$ cat src/rtl/stp_pkg.sv
// ----------------------------------------------------------------------------
// stp_pkg: shared types and constants of the stepper speed sequencer
// Field widths, opcodes, register map, queue and divider structs, coil table.
// ----------------------------------------------------------------------------
package stp_pkg;

  localparam int NUM_W   = 24;  // step_ticks_numerator width
  localparam int RPM_W   = 10;  // rpm limit width
  localparam int SPEED_W = 11;  // clamped signed speed width
  localparam int CMD_W   = 16;  // speed command width
  localparam int COIL_W  = 4;
  localparam int ADDR_W  = 4;
  localparam int DATA_W  = 32;

  // Input opcodes, carried on tuser
  localparam logic OP_TICK  = 1'b0;
  localparam logic OP_SPEED = 1'b1;

  // Register indexes (byte address bits [3:2])
  localparam logic [1:0] REG_MAX_RPM = 2'd0;
  localparam logic [1:0] REG_MIN_RPM = 2'd1;
  localparam logic [1:0] REG_NUMER   = 2'd2;

  localparam logic [RPM_W-1:0] MAX_RPM_RST = RPM_W'(375);
  localparam logic [RPM_W-1:0] MIN_RPM_RST = RPM_W'(60);
  localparam logic [NUM_W-1:0] NUMER_RST   = NUM_W'(300000);

  // Classified request passed from front to back
  typedef struct packed {
    logic                      is_cmd;
    logic signed [SPEED_W-1:0] speed;
  } queue_item_t;

  typedef struct packed {
    logic             start;
    logic [NUM_W-1:0] dividend;
    logic [RPM_W-1:0] divisor;
  } div_req_t;

  typedef struct packed {
    logic             busy;
    logic [NUM_W-1:0] quotient;
  } div_rsp_t;

  typedef struct packed {
    logic signed [SPEED_W-1:0] speed;
    logic                      step;
    logic [COIL_W-1:0]         coil;
  } result_t;

  // Full-step two-phase pattern: 5, 6, 10, 9
  function automatic logic [COIL_W-1:0] coil_pattern(input logic [1:0] phase);
    logic [COIL_W-1:0] pat;
    case (phase)
      2'd0:    pat = 4'd5;
      2'd1:    pat = 4'd6;
      2'd2:    pat = 4'd10;
      default: pat = 4'd9;
    endcase
    return pat;
  endfunction

endpackage

$ cat src/rtl/stepper_speed_sequencer.sv
// ----------------------------------------------------------------------------
// stepper_speed_sequencer: four-coil full-step stepper sequencer
// Ticks are executed at one per clock while no division is pending and the
// result stream is not stalled. A speed command with a nonzero clamped
// magnitude computes its step period in a bit-serial restoring divider, one
// quotient bit per cycle; a command that clamps to zero needs no division.
// Every request yields one result, in order.
// ----------------------------------------------------------------------------
module stepper_speed_sequencer import stp_pkg::*; #(
  parameter int WAIT_WIDTH = 24
) (
  input  logic              clk_i,
  input  logic              rst_ni,
  // request stream
  input  logic              s_axis_tvalid,
  output logic              s_axis_tready,
  input  logic [CMD_W-1:0]  s_axis_tdata,   // [15:0] speed_command
  input  logic              s_axis_tuser,   // [0] opcode
  // result stream
  output logic              m_axis_tvalid,
  input  logic              m_axis_tready,
  output logic [15:0]       m_axis_tdata,   // [3:0] coil_drive, [14:4] speed_now, [15] zero
  output logic              m_axis_tuser,   // [0] step_taken
  // register port
  input  logic              psel,
  input  logic              penable,
  input  logic              pwrite,
  input  logic [ADDR_W-1:0] paddr,
  input  logic [DATA_W-1:0] pwdata,
  output logic [DATA_W-1:0] prdata,
  output logic              pready
);

  logic [RPM_W-1:0] max_rpm_q;
  logic [RPM_W-1:0] min_rpm_q;
  logic [NUM_W-1:0] numer_q;
  logic             wr_en;

  logic        q_push, q_pop, q_valid, q_full;
  queue_item_t q_in, q_out;
  div_req_t    div_req;
  div_rsp_t    div_rsp;
  result_t     result;

  assign pready = 1'b1;
  assign wr_en  = psel && penable && pwrite && pready;

  always_ff @(posedge clk_i or negedge rst_ni) begin
    if (!rst_ni) begin
      max_rpm_q <= MAX_RPM_RST;
      min_rpm_q <= MIN_RPM_RST;
      numer_q   <= NUMER_RST;
    end else if (wr_en) begin
      unique case (paddr[3:2])
        REG_MAX_RPM: max_rpm_q <= pwdata[RPM_W-1:0];
        REG_MIN_RPM: min_rpm_q <= pwdata[RPM_W-1:0];
        REG_NUMER:   numer_q   <= pwdata[NUM_W-1:0];
        default: ;
      endcase
    end
  end

  always_comb begin
    unique case (paddr[3:2])
      REG_MAX_RPM: prdata = DATA_W'(max_rpm_q);
      REG_MIN_RPM: prdata = DATA_W'(min_rpm_q);
      REG_NUMER:   prdata = DATA_W'(numer_q);
      default:     prdata = '0;
    endcase
  end

  stp_front u_front (
    .s_axis_tvalid (s_axis_tvalid),
    .s_axis_tready (s_axis_tready),
    .s_axis_tdata  (s_axis_tdata),
    .s_axis_tuser  (s_axis_tuser),
    .max_rpm_i     (max_rpm_q),
    .min_rpm_i     (min_rpm_q),
    .q_full_i      (q_full),
    .q_push_o      (q_push),
    .q_item_o      (q_in)
  );

  stp_queue u_queue (
    .clk_i   (clk_i),
    .rst_ni  (rst_ni),
    .push_i  (q_push),
    .item_i  (q_in),
    .pop_i   (q_pop),
    .valid_o (q_valid),
    .full_o  (q_full),
    .item_o  (q_out)
  );

  stp_div u_div (
    .clk_i  (clk_i),
    .rst_ni (rst_ni),
    .req_i  (div_req),
    .rsp_o  (div_rsp)
  );

  stp_back #(
    .WAIT_WIDTH (WAIT_WIDTH)
  ) u_back (
    .clk_i      (clk_i),
    .rst_ni     (rst_ni),
    .q_valid_i  (q_valid),
    .q_item_i   (q_out),
    .q_pop_o    (q_pop),
    .numer_i    (numer_q),
    .div_req_o  (div_req),
    .div_rsp_i  (div_rsp),
    .m_valid_o  (m_axis_tvalid),
    .m_ready_i  (m_axis_tready),
    .m_result_o (result)
  );

  assign m_axis_tdata = {1'b0, result.speed, result.coil};
  assign m_axis_tuser = result.step;

endmodule

$ cat src/rtl/stp_front.sv
// ----------------------------------------------------------------------------
// stp_front: request intake
// Accepts requests, clamps speed commands against the rpm limits and pushes
// the classified request into the queue.
// ----------------------------------------------------------------------------
module stp_front import stp_pkg::*; (
  input  logic                    s_axis_tvalid,
  output logic                    s_axis_tready,
  input  logic [CMD_W-1:0]        s_axis_tdata,   // [15:0] speed_command
  input  logic                    s_axis_tuser,   // [0] opcode
  input  logic [RPM_W-1:0]        max_rpm_i,
  input  logic [RPM_W-1:0]        min_rpm_i,
  input  logic                    q_full_i,
  output logic                    q_push_o,
  output queue_item_t             q_item_o
);

  logic                      neg;
  logic [CMD_W-1:0]          mag;
  logic [RPM_W-1:0]          mag_clamp;
  logic signed [SPEED_W-1:0] speed_clamp;

  // -32768 maps to 0x8000, still correct as unsigned magnitude
  assign neg = s_axis_tdata[CMD_W-1];
  assign mag = neg ? CMD_W'(~s_axis_tdata + 1'b1) : s_axis_tdata;

  always_comb begin
    if (mag > CMD_W'(max_rpm_i)) begin
      mag_clamp = max_rpm_i;
    end else if (mag < CMD_W'(min_rpm_i)) begin
      mag_clamp = '0;
    end else begin
      mag_clamp = mag[RPM_W-1:0];
    end
    speed_clamp = neg ? -$signed({1'b0, mag_clamp}) : $signed({1'b0, mag_clamp});
  end

  assign s_axis_tready   = !q_full_i;
  assign q_push_o        = s_axis_tvalid && !q_full_i;
  assign q_item_o.is_cmd = (s_axis_tuser == OP_SPEED);
  assign q_item_o.speed  = speed_clamp;

endmodule

$ cat src/rtl/stp_queue.sv
// ----------------------------------------------------------------------------
// stp_queue: two-entry request queue
// Decouples intake from execution; push and pop may happen in one cycle.
// ----------------------------------------------------------------------------
module stp_queue import stp_pkg::*; (
  input  logic        clk_i,
  input  logic        rst_ni,
  input  logic        push_i,
  input  queue_item_t item_i,
  input  logic        pop_i,
  output logic        valid_o,
  output logic        full_o,
  output queue_item_t item_o
);

  queue_item_t mem_q [2];
  logic       wr_ptr_q, wr_ptr_d;
  logic       rd_ptr_q, rd_ptr_d;
  logic [1:0] cnt_q, cnt_d;

  always_comb begin
    wr_ptr_d = wr_ptr_q;
    rd_ptr_d = rd_ptr_q;
    cnt_d    = cnt_q;
    if (push_i) begin
      wr_ptr_d = !wr_ptr_q;
    end
    if (pop_i) begin
      rd_ptr_d = !rd_ptr_q;
    end
    if (push_i && !pop_i) begin
      cnt_d = cnt_q + 2'd1;
    end else if (pop_i && !push_i) begin
      cnt_d = cnt_q - 2'd1;
    end
  end

  always_ff @(posedge clk_i or negedge rst_ni) begin
    if (!rst_ni) begin
      wr_ptr_q <= 1'b0;
      rd_ptr_q <= 1'b0;
      cnt_q    <= '0;
    end else begin
      wr_ptr_q <= wr_ptr_d;
      rd_ptr_q <= rd_ptr_d;
      cnt_q    <= cnt_d;
    end
  end

  always_ff @(posedge clk_i) begin
    if (push_i) begin
      mem_q[wr_ptr_q] <= item_i;
    end
  end

  assign valid_o = (cnt_q != 2'd0);
  assign full_o  = (cnt_q == 2'd2);
  assign item_o  = mem_q[rd_ptr_q];

endmodule

$ cat src/rtl/stp_div.sv
// ----------------------------------------------------------------------------
// stp_div: restoring divider for the step period
// One quotient bit per cycle; the quotient holds until the next start.
// ----------------------------------------------------------------------------
module stp_div import stp_pkg::*; (
  input  logic     clk_i,
  input  logic     rst_ni,
  input  div_req_t req_i,
  output div_rsp_t rsp_o
);

  localparam int CNT_W = $clog2(NUM_W + 1);

  logic             busy_q, busy_d;
  logic [CNT_W-1:0] cnt_q, cnt_d;
  logic [RPM_W-1:0] rem_q, rem_d;
  logic [NUM_W-1:0] dq_q, dq_d;
  logic [RPM_W-1:0] dvs_q, dvs_d;
  logic [RPM_W:0]   trial;
  logic             ge;

  // Shift the next dividend bit into the partial remainder
  assign trial = {rem_q, dq_q[NUM_W-1]};
  assign ge    = (trial >= {1'b0, dvs_q});

  always_comb begin
    busy_d = busy_q;
    cnt_d  = cnt_q;
    rem_d  = rem_q;
    dq_d   = dq_q;
    dvs_d  = dvs_q;
    if (req_i.start) begin
      busy_d = 1'b1;
      cnt_d  = CNT_W'(NUM_W);
      rem_d  = '0;
      dq_d   = req_i.dividend;
      dvs_d  = req_i.divisor;
    end else if (busy_q) begin
      rem_d  = ge ? RPM_W'(trial - {1'b0, dvs_q}) : trial[RPM_W-1:0];
      dq_d   = {dq_q[NUM_W-2:0], ge};
      cnt_d  = cnt_q - 1'b1;
      busy_d = (cnt_q != CNT_W'(1));
    end
  end

  always_ff @(posedge clk_i or negedge rst_ni) begin
    if (!rst_ni) begin
      busy_q <= 1'b0;
      cnt_q  <= '0;
    end else begin
      busy_q <= busy_d;
      cnt_q  <= cnt_d;
    end
  end

  always_ff @(posedge clk_i) begin
    rem_q <= rem_d;
    dq_q  <= dq_d;
    dvs_q <= dvs_d;
  end

  assign rsp_o.busy     = busy_q;
  assign rsp_o.quotient = dq_q;

endmodule

$ cat src/rtl/stp_back.sv
// ----------------------------------------------------------------------------
// stp_back: step execution
// Runs ticks against the wait counter and phase, applies speed commands (via
// the divider unless zero), and holds the result in an output register.
// ----------------------------------------------------------------------------
module stp_back import stp_pkg::*; #(
  parameter int WAIT_WIDTH = 24
) (
  input  logic             clk_i,
  input  logic             rst_ni,
  input  logic             q_valid_i,
  input  queue_item_t      q_item_i,
  output logic             q_pop_o,
  input  logic [NUM_W-1:0] numer_i,
  output div_req_t         div_req_o,
  input  div_rsp_t         div_rsp_i,
  output logic             m_valid_o,
  input  logic             m_ready_i,
  output result_t          m_result_o
);

  typedef enum logic [1:0] {
    ST_RUN = 2'b01,
    ST_DIV = 2'b10
  } back_state_e;

  back_state_e state_q, state_d;

  logic signed [SPEED_W-1:0] speed_q, speed_d;
  logic signed [SPEED_W-1:0] pend_q, pend_d;
  logic [WAIT_WIDTH-1:0]     period_q, period_d;
  logic [WAIT_WIDTH-1:0]     wait_q, wait_d;
  logic [1:0]                phase_q, phase_d;
  logic [COIL_W-1:0]         coil_q, coil_d;
  logic                      out_valid_q, out_valid_d;
  result_t                   out_q, out_d;

  logic                  out_free;
  logic                  out_load;
  logic [WAIT_WIDTH-1:0] wait_dec;
  logic                  step;
  logic [RPM_W-1:0]      cmd_mag;
  logic [WAIT_WIDTH-1:0] quo_sat;

  assign out_free = !out_valid_q || m_ready_i;
  assign wait_dec = (wait_q != '0) ? wait_q - 1'b1 : wait_q;
  assign step     = (wait_dec == '0) && (speed_q != '0);
  assign cmd_mag  = RPM_W'(q_item_i.speed[SPEED_W-1] ? -q_item_i.speed : q_item_i.speed);

  // Saturate the quotient to the counter width
  if (WAIT_WIDTH >= NUM_W) begin : g_wide
    assign quo_sat = WAIT_WIDTH'(div_rsp_i.quotient);
  end else begin : g_narrow
    assign quo_sat = (|div_rsp_i.quotient[NUM_W-1:WAIT_WIDTH]) ? '1 :
                     div_rsp_i.quotient[WAIT_WIDTH-1:0];
  end

  always_comb begin
    state_d   = state_q;
    speed_d   = speed_q;
    pend_d    = pend_q;
    period_d  = period_q;
    wait_d    = wait_q;
    phase_d   = phase_q;
    coil_d    = coil_q;
    out_load  = 1'b0;
    out_d     = out_q;
    q_pop_o   = 1'b0;
    div_req_o.start    = 1'b0;
    div_req_o.dividend = numer_i;
    div_req_o.divisor  = cmd_mag;

    unique case (state_q)
      ST_RUN: begin
        if (q_valid_i && out_free) begin
          q_pop_o = 1'b1;
          if (!q_item_i.is_cmd) begin
            out_load = 1'b1;
            if (step) begin
              coil_d   = coil_pattern(phase_q);
              phase_d  = speed_q[SPEED_W-1] ? phase_q - 2'd1 : phase_q + 2'd1;
              wait_d   = period_q;
            end else begin
              wait_d   = wait_dec;
            end
            out_d.coil  = step ? coil_pattern(phase_q) : coil_q;
            out_d.step  = step;
            out_d.speed = speed_q;
          end else if (cmd_mag == '0) begin
            // zero speed needs no division
            out_load    = 1'b1;
            speed_d     = q_item_i.speed;
            period_d    = '0;
            out_d.coil  = coil_q;
            out_d.step  = 1'b0;
            out_d.speed = q_item_i.speed;
          end else begin
            div_req_o.start = 1'b1;
            pend_d          = q_item_i.speed;
            state_d         = ST_DIV;
          end
        end
      end
      ST_DIV: begin
        if (!div_rsp_i.busy && out_free) begin
          out_load    = 1'b1;
          speed_d     = pend_q;
          period_d    = quo_sat;
          out_d.coil  = coil_q;
          out_d.step  = 1'b0;
          out_d.speed = pend_q;
          state_d     = ST_RUN;
        end
      end
      default: begin
        state_d = ST_RUN;
      end
    endcase

    out_valid_d = out_load ? 1'b1 : (m_ready_i ? 1'b0 : out_valid_q);
  end

  always_ff @(posedge clk_i or negedge rst_ni) begin
    if (!rst_ni) begin
      state_q     <= ST_RUN;
      speed_q     <= '0;
      period_q    <= '0;
      wait_q      <= '0;
      phase_q     <= '0;
      coil_q      <= '0;
      out_valid_q <= 1'b0;
    end else begin
      state_q     <= state_d;
      speed_q     <= speed_d;
      period_q    <= period_d;
      wait_q      <= wait_d;
      phase_q     <= phase_d;
      coil_q      <= coil_d;
      out_valid_q <= out_valid_d;
    end
  end

  always_ff @(posedge clk_i) begin
    pend_q <= pend_d;
    out_q  <= out_d;
  end

  assign m_valid_o  = out_valid_q;
  assign m_result_o = out_q;

  // Queue is drained only while no division is pending
  a_pop_run: assert property (@(posedge clk_i) disable iff (!rst_ni)
    q_pop_o |-> (state_q == ST_RUN))
    else $error("request popped during division");

  a_start_idle: assert property (@(posedge clk_i) disable iff (!rst_ni)
    div_req_o.start |-> !div_rsp_i.busy)
    else $error("divider restarted while busy");

  a_div_busy: assert property (@(posedge clk_i) disable iff (!rst_ni)
    div_req_o.start |=> (div_rsp_i.busy && state_q == ST_DIV))
    else $error("divider did not start");

  a_step_speed: assert property (@(posedge clk_i) disable iff (!rst_ni)
    (out_load && out_d.step) |-> (speed_q != '0))
    else $error("step taken at zero speed");

endmodule

$ cat config.mk
export PLATFORM = sky130hd
export DESIGN_NAME = stepper_speed_sequencer
export DESIGN_NICKNAME = d
export VERILOG_FILES = /design/src/rtl/stp_pkg.sv /design/src/rtl/stepper_speed_sequencer.sv /design/src/rtl/stp_front.sv /design/src/rtl/stp_queue.sv /design/src/rtl/stp_div.sv /design/src/rtl/stp_back.sv
export SDC_FILE = /design/constraint.sdc
export NUM_CORES = 1
export LEC_CHECK = 0
export ABC_AREA = 1
export BUFFER_PORTS_ARGS = -buffer_cell sky130_fd_sc_hd__buf_4
export CELL_PAD_IN_SITES_DETAIL_PLACEMENT = 1
export CELL_PAD_IN_SITES_GLOBAL_PLACEMENT = 2
export CORE_ASPECT_RATIO = 0.5
export CORE_UTILIZATION = 36
export CTS_BUF_LIST = sky130_fd_sc_hd__clkbuf_8 sky130_fd_sc_hd__clkbuf_16
export DETAILED_ROUTE_END_ITERATION = 8
export HOLD_SLACK_MARGIN = 0.02
export PLACE_DENSITY_LB_ADDON = 0.2
export SETUP_SLACK_MARGIN = 0.02
export SLEW_MARGIN = 20
export SYNTH_ARGS = -nofsm -noshare
export SYNTH_HDL_FRONTEND = slang
export SYNTH_SLANG_ARGS = --single-unit
$ cat constraint.sdc
create_clock -name clk_i -period 3.9 [get_ports clk_i]
set_input_delay 0.78 -clock clk_i [delete_from_list [all_inputs] [get_ports clk_i]]
set_output_delay 0.78 -clock clk_i [all_outputs]
set_load 0.05 [all_outputs]
* After elaboration in Yosys (flattened, before gate mapping) *
Memories as Yosys holds them, arrays and structs flattened.
Cells that the tools add are included.

storage, ports and cells
  bits in registers = 193
  bits in writable memories = 24
  input bits = 60
  output and inout port bits = 52
  memories = 1

memories
  name           depth  bits a word  rd ports  clocked after memory_dff  write ports  line             source
  u_queue.mem_q  2      12           1         0                         1            stp_queue.sv:16  queue_item_t mem_q [2];

cells by class
  add/subtract/negate cells = 10
  order comparisons = 3
  equality and inequality tests = 14
  mux-type cells = 55
  bitwise gates (word level) = 3
  reductions and logical operators = 36

operators with widths
  kind                                                                  number
  24-bit 2-to-1 mux                                                     8
  16-bit 2-to-1 mux                                                     5
  24-bit case mux with 3 select lines                                   1
  11-bit 2-to-1 mux                                                     5
  24-bit case mux with 2 select lines                                   1
  10-bit 2-to-1 mux                                                     4
  16-bit case mux with 2 select lines                                   1
  24-bit logical NOT                                                    1
  24-bit nonzero test                                                   1
  24-bit by 1-bit subtractor with 24-bit output, second input constant  1
  11-bit case mux with 2 select lines                                   1
  16-bit by 1-bit adder with 16-bit output, second input constant       1
  16-bit by 10-bit > comparator with 1-bit output                       1
  16-bit by 10-bit less-than comparator with 1-bit output               1
  1-bit 2-to-1 mux                                                      16
  16-bit NOT                                                            1
  4-bit AND reduction                                                   4
  2-bit 2-to-1 mux                                                      7
  4-bit case mux with 3 select lines                                    1
  11-bit by 10-bit >= comparator with 1-bit output                      1
  10-bit negation with 11-bit output                                    1
  11-bit nonzero test                                                   1
  10-bit logical NOT                                                    1
  5-bit 2-to-1 mux                                                      2
  23 further kinds                                                      54

* Longest topological paths before layout *
An unclocked memory read counts as a cell.

  depth after elaboration = 9
  depth in mapped cells = 27
  depth with buffers taken out = 27

* Modules after synthesis *
From an unflattened synthesis, not the netlist that was laid out.

unflattened totals
  cells, all modules = 1,748
  area, all modules = 13,304.0 um^2

by module, submodules not included
  module                   times used  cells each  area each (um^2)  sequential area each (um^2)
  stp_back                 1           801         5,883.1           2,513.7
  stp_div                  1           329         2,737.6           1,371.3
  stepper_speed_sequencer  1           282         2,128.3           1,124.8
  stp_front                1           274         1,447.6           0.0
  stp_queue                1           62          1,107.3           820.8

* Least setup slack after synthesis *
OpenSTA, ideal clock, no wires.

  path type = input -> register
  start = in s_axis_tdata[15]
  end = mem u_queue.mem_q[0][10] in the netlist's numbering (data pin)
  data arrival time = 3,437 ps
  data required time = 3,640 ps
  setup slack = 203 ps
  stages on the path = 22
  cell sequence = buf_2 clkbuf_1 o21ai_0 xnor2_1 ha_1 a21oi_1 o21a_1 nand2_1 nand2_1 nand2_1 nand2_1 nand2_1 nor2_2 buf_4 nor2_1 nor2_1 ha_1 nand2_1 nor2_1 nand3b_1 nand2_1 nand2_1

RTL lines
  item                line                           source
  start: declaration  stepper_speed_sequencer.sv:17  input logic [CMD_W-1:0] s_axis_tdata,
  end: declaration    stp_queue.sv:16

==> metrics.csv <==
metric;value;unit
status;finished, final reports clean;
fillers;4168;
htree_levels;1;
hold_buffers;0;
die_w;266.3;um
multiInputGateArea;5575;um2
synthFlopType;dfrtp_1;
vias;10569;
synth_top_area_cell;dfrtp_1;
p_clk_share;18.6;%
initial_core_util;37.31;%
power_density;777.4;nW/um2
fin_cells;2190;
postPlaceCellArea;13900;um2
cts.sinks;217;
syn-instance-count;1605;
fin_ws;0.3832;ns
overflow;0;
fmax;284.4;MHz
place_hpwl;27130;um
setup_viol;0;
synth_top_area_share;20.30;%
wl_met2;15810;um
yosysUniqueCellTypes;49;
synth.area.top_cells;dfrtp_1 (20%), edfxtp_1 (20%), nand2_1 (13%), inv_1 (6.6%), nor2_1 (5.2%);
power_switching;4.985;mW
syn_area;12570;um2
cts_inserted_buffers;23;
grt_first_pass_wirelength;57640;um
root_buffer;clkbuf_16;
highest_layer;met4;
syn_avg_cell_area;7.833;um2
portBuffers;91;
period_minus_slack;3.517;ns
antenna_left;0;
path_common_cell;nand2_1;
fp-row-count;47;
synth_common_cells;nand2_1 (449), inv_1 (222), nor2_1 (173), dfrtp_1 (102), edfxtp_1 (85);
drc_errors;0;
ys_warn_count;0;
syn_to_final_growth;16.41;%
worst_skew_pair.late_latency;0.53;ns
drive_gt1_share;13.62;%
cpPeakStageDelay;0.28;ns
pwr-share-comb;46.5;%
synth-seq-area-share;46.38;%
vias_per_cell;4.826;
rsz0062_at_grt;false;
relSlewSlack;35.05;%
p_int;6.392;mW
grt_max_degree;52;
drt_wl_total;35470;um
ys_ff_latch;217;
io_pins;112;
cp_num_buf_inv;4;
antenna_cells;0;
wl_met1;18050;um
dr.first_iter.drc_count;461;
drv_slew;0;
p_seq_share;34.9;%
core_area;33700;um2
async_flop_share;56.22;%
crit_chain;buf_4, inv_1, nand3_1, nor2_1, inv_1, nand2_1, xor2_2, ha_1, a21oi_1, o21a_1, nand2_1, nand2_1, nand2_1, nand2_1, nand2_1, nor2_4, nor2_1, nor2_1, buf_4, nand3_1, nor2_1, nand2_1, nand3_1, nand2_1;
cpLargestDelayFamily;simple AND/OR/NAND/NOR gates;
crit_type;in2reg;
min_path_type;in2async;
yosysMostFrequentCell;nand2_1;
cp.required;4.15;ns
die_h;134.1;um
critical_path_arrival;3.77;ns
gr-usage-all-layers;20.18;%
endpoint_kind;register;
power.leakage;7.119;nW
routed-wl-met3;1057;um
seq_area;5831;um2
cts_buffer_depth;3;
min_period_over_period;90.17;%
dp_cells;2149;
cts_resized;0;
setup-tns-final;0;ns
first_pass_iters;5;
worst-slew-pin-transition;0.9706;ns
cts_tree;built;
drv_cap;0;
cp_slowest_cell;ha_1;
grt_pass1_vias;10779;
synth-edff-count;85;
clock_skew;0.02518;ns
fin_area;14640;um2
p_sw_share;43.82;%
hold_viol;0;
final_util;43.43;%
dp_worst_setup_slack;-0.3075;ns
avgRoutedWirePerCell;16.19;um
cts.clk_slew.worst_paths;0.06;ns
vdd_drop_max;0.3470;mV
post-cts-setup-buffer-count;0;
antenna_found_initial;0;
cp-start-kind;input port;
crit_path_max_fanout;5;
die_area;35720;um2
final_nets;1814;
gp_congestion;0.8337;
worst register-to-register path: stages (launching register included):
cell and delay (ns):
dfrtp_1 0.43, inv_1 0.19, ha_1 0.18, inv_1 0.06, nor3_2 0.19, nand3_2 0.46, o21ai_0 0.28, inv_1 0.08
nor2_1 0.17, and3_1 0.19, nand2_1 0.08, nor2_4 0.27, buf_4 0.35, nand3_1 0.20, nand3_1 0.14, nand2_1 0.06
layout make-up:
type	count	area share, %
Clock buffer	24	4.104
Clock inverter	17	0.7438
Inverter	225	5.771
Multi-Input combinational cell	1103	38.10
Sequential cell	217	39.84
Tap cell	465	3.975
Timing Repair Buffer	139	7.472
sequential cells by signal, summed over array words and instances, names as in the netlist:
register / flops
u_back.phase_q: 2
u_back.coil_q: 4
u_queue.cnt_q: 2
u_div.cnt_q: 5
u_div.dvs_q: 10
u_back.period_q: 24
u_back.pend_q: 11
max_rpm_q: 10
u_back.m_valid_o: 1
numer_q: 24
u_div.busy_q: 1
u_back.speed_q: 11
u_back.m_result_o: 16
u_back.state_q: 2
u_queue.mem_q: 24
u_queue.wr_ptr_q: 1
u_queue.rd_ptr_q: 1
u_back.wait_q: 24
u_div.dq_q: 24
u_div.rem_q: 10
min_rpm_q: 10
cell families (layout without fill, tap and decap cells):
group	Yosys count	count (layout)	synth area share [%]
xor gates and xnor gates	54	54	3.762
buffers and inverters	293	405	9.813
DFF	217	217	46.38
other	2	10	0.05974
adders and majority gates	45	45	4.538
and+or+nand+nor	761	761	25.42
AOI/OAI and AO/OA	233	233	10.03
worst paths after layout:
check | from | end | slack, ns | cells after the start
max | s_axis_tdata[0] | u_queue.mem_q[1][9] | 0.38 | 24
min | rst_ni | min_rpm_q[8] | 0.34 | 1
max reg2reg | u_back.wait_q[0] | u_back.wait_q[1] | 0.47 | 15
min reg2reg | numer_q[5] | numer_q[5] | 0.49 | 2
max in group asynchronous | rst_ni | u_back.coil_q[2] | 2.71 | 2
min in group clk_i | s_axis_tuser | u_queue.mem_q[1][11] | 0.44 | 1
through the flow:
step / power [mW] / hold slack [ns]
floorplan: 7.670 / 0.4422
global placement: 9.086 / 0.4591
detailed placement: 9.307 / 0.4798
CTS: 11.49 / 0.3427
global route: 12.31 / 0.3729
finish: 11.38 / 0.3383
placed cells by master, fill, tap and decap left out, types with 11 or more instances in the layout:
cell and n:
nand2_1 448, inv_1 227, nor2_1 169, buf_4 135
dfrtp_1 102, edfxtp_1 85, o21ai_0 84, nand3_1 76
a21oi_1 56, o21ai_1 55, ha_1 43, xor2_1 40
clkbuf_16 24, dfstp_2 20, nand3_2 13, xnor2_1 13
nand4_1 11
routing by layer:
metal	global-route usage (%)	vias to the layer above
li1	-	5299
met1	29.48	5104
met2	32.12	124
met3	2.772	42
met4	3.512	0
met5	0	-
power groups by stage:
stage                     logic, mW  registers (mW)  clock network (mW)
final                          5.29            3.97                2.12
after global routing           5.99            4.07                2.26
after CTS                      5.34            3.97                2.19
after detailed placement       5.30            4.01                   0
after global placement         5.12            3.97                   0
after floorplan                3.55            4.12                   0
No activity file was read; power rests on OpenSTA's default activity.
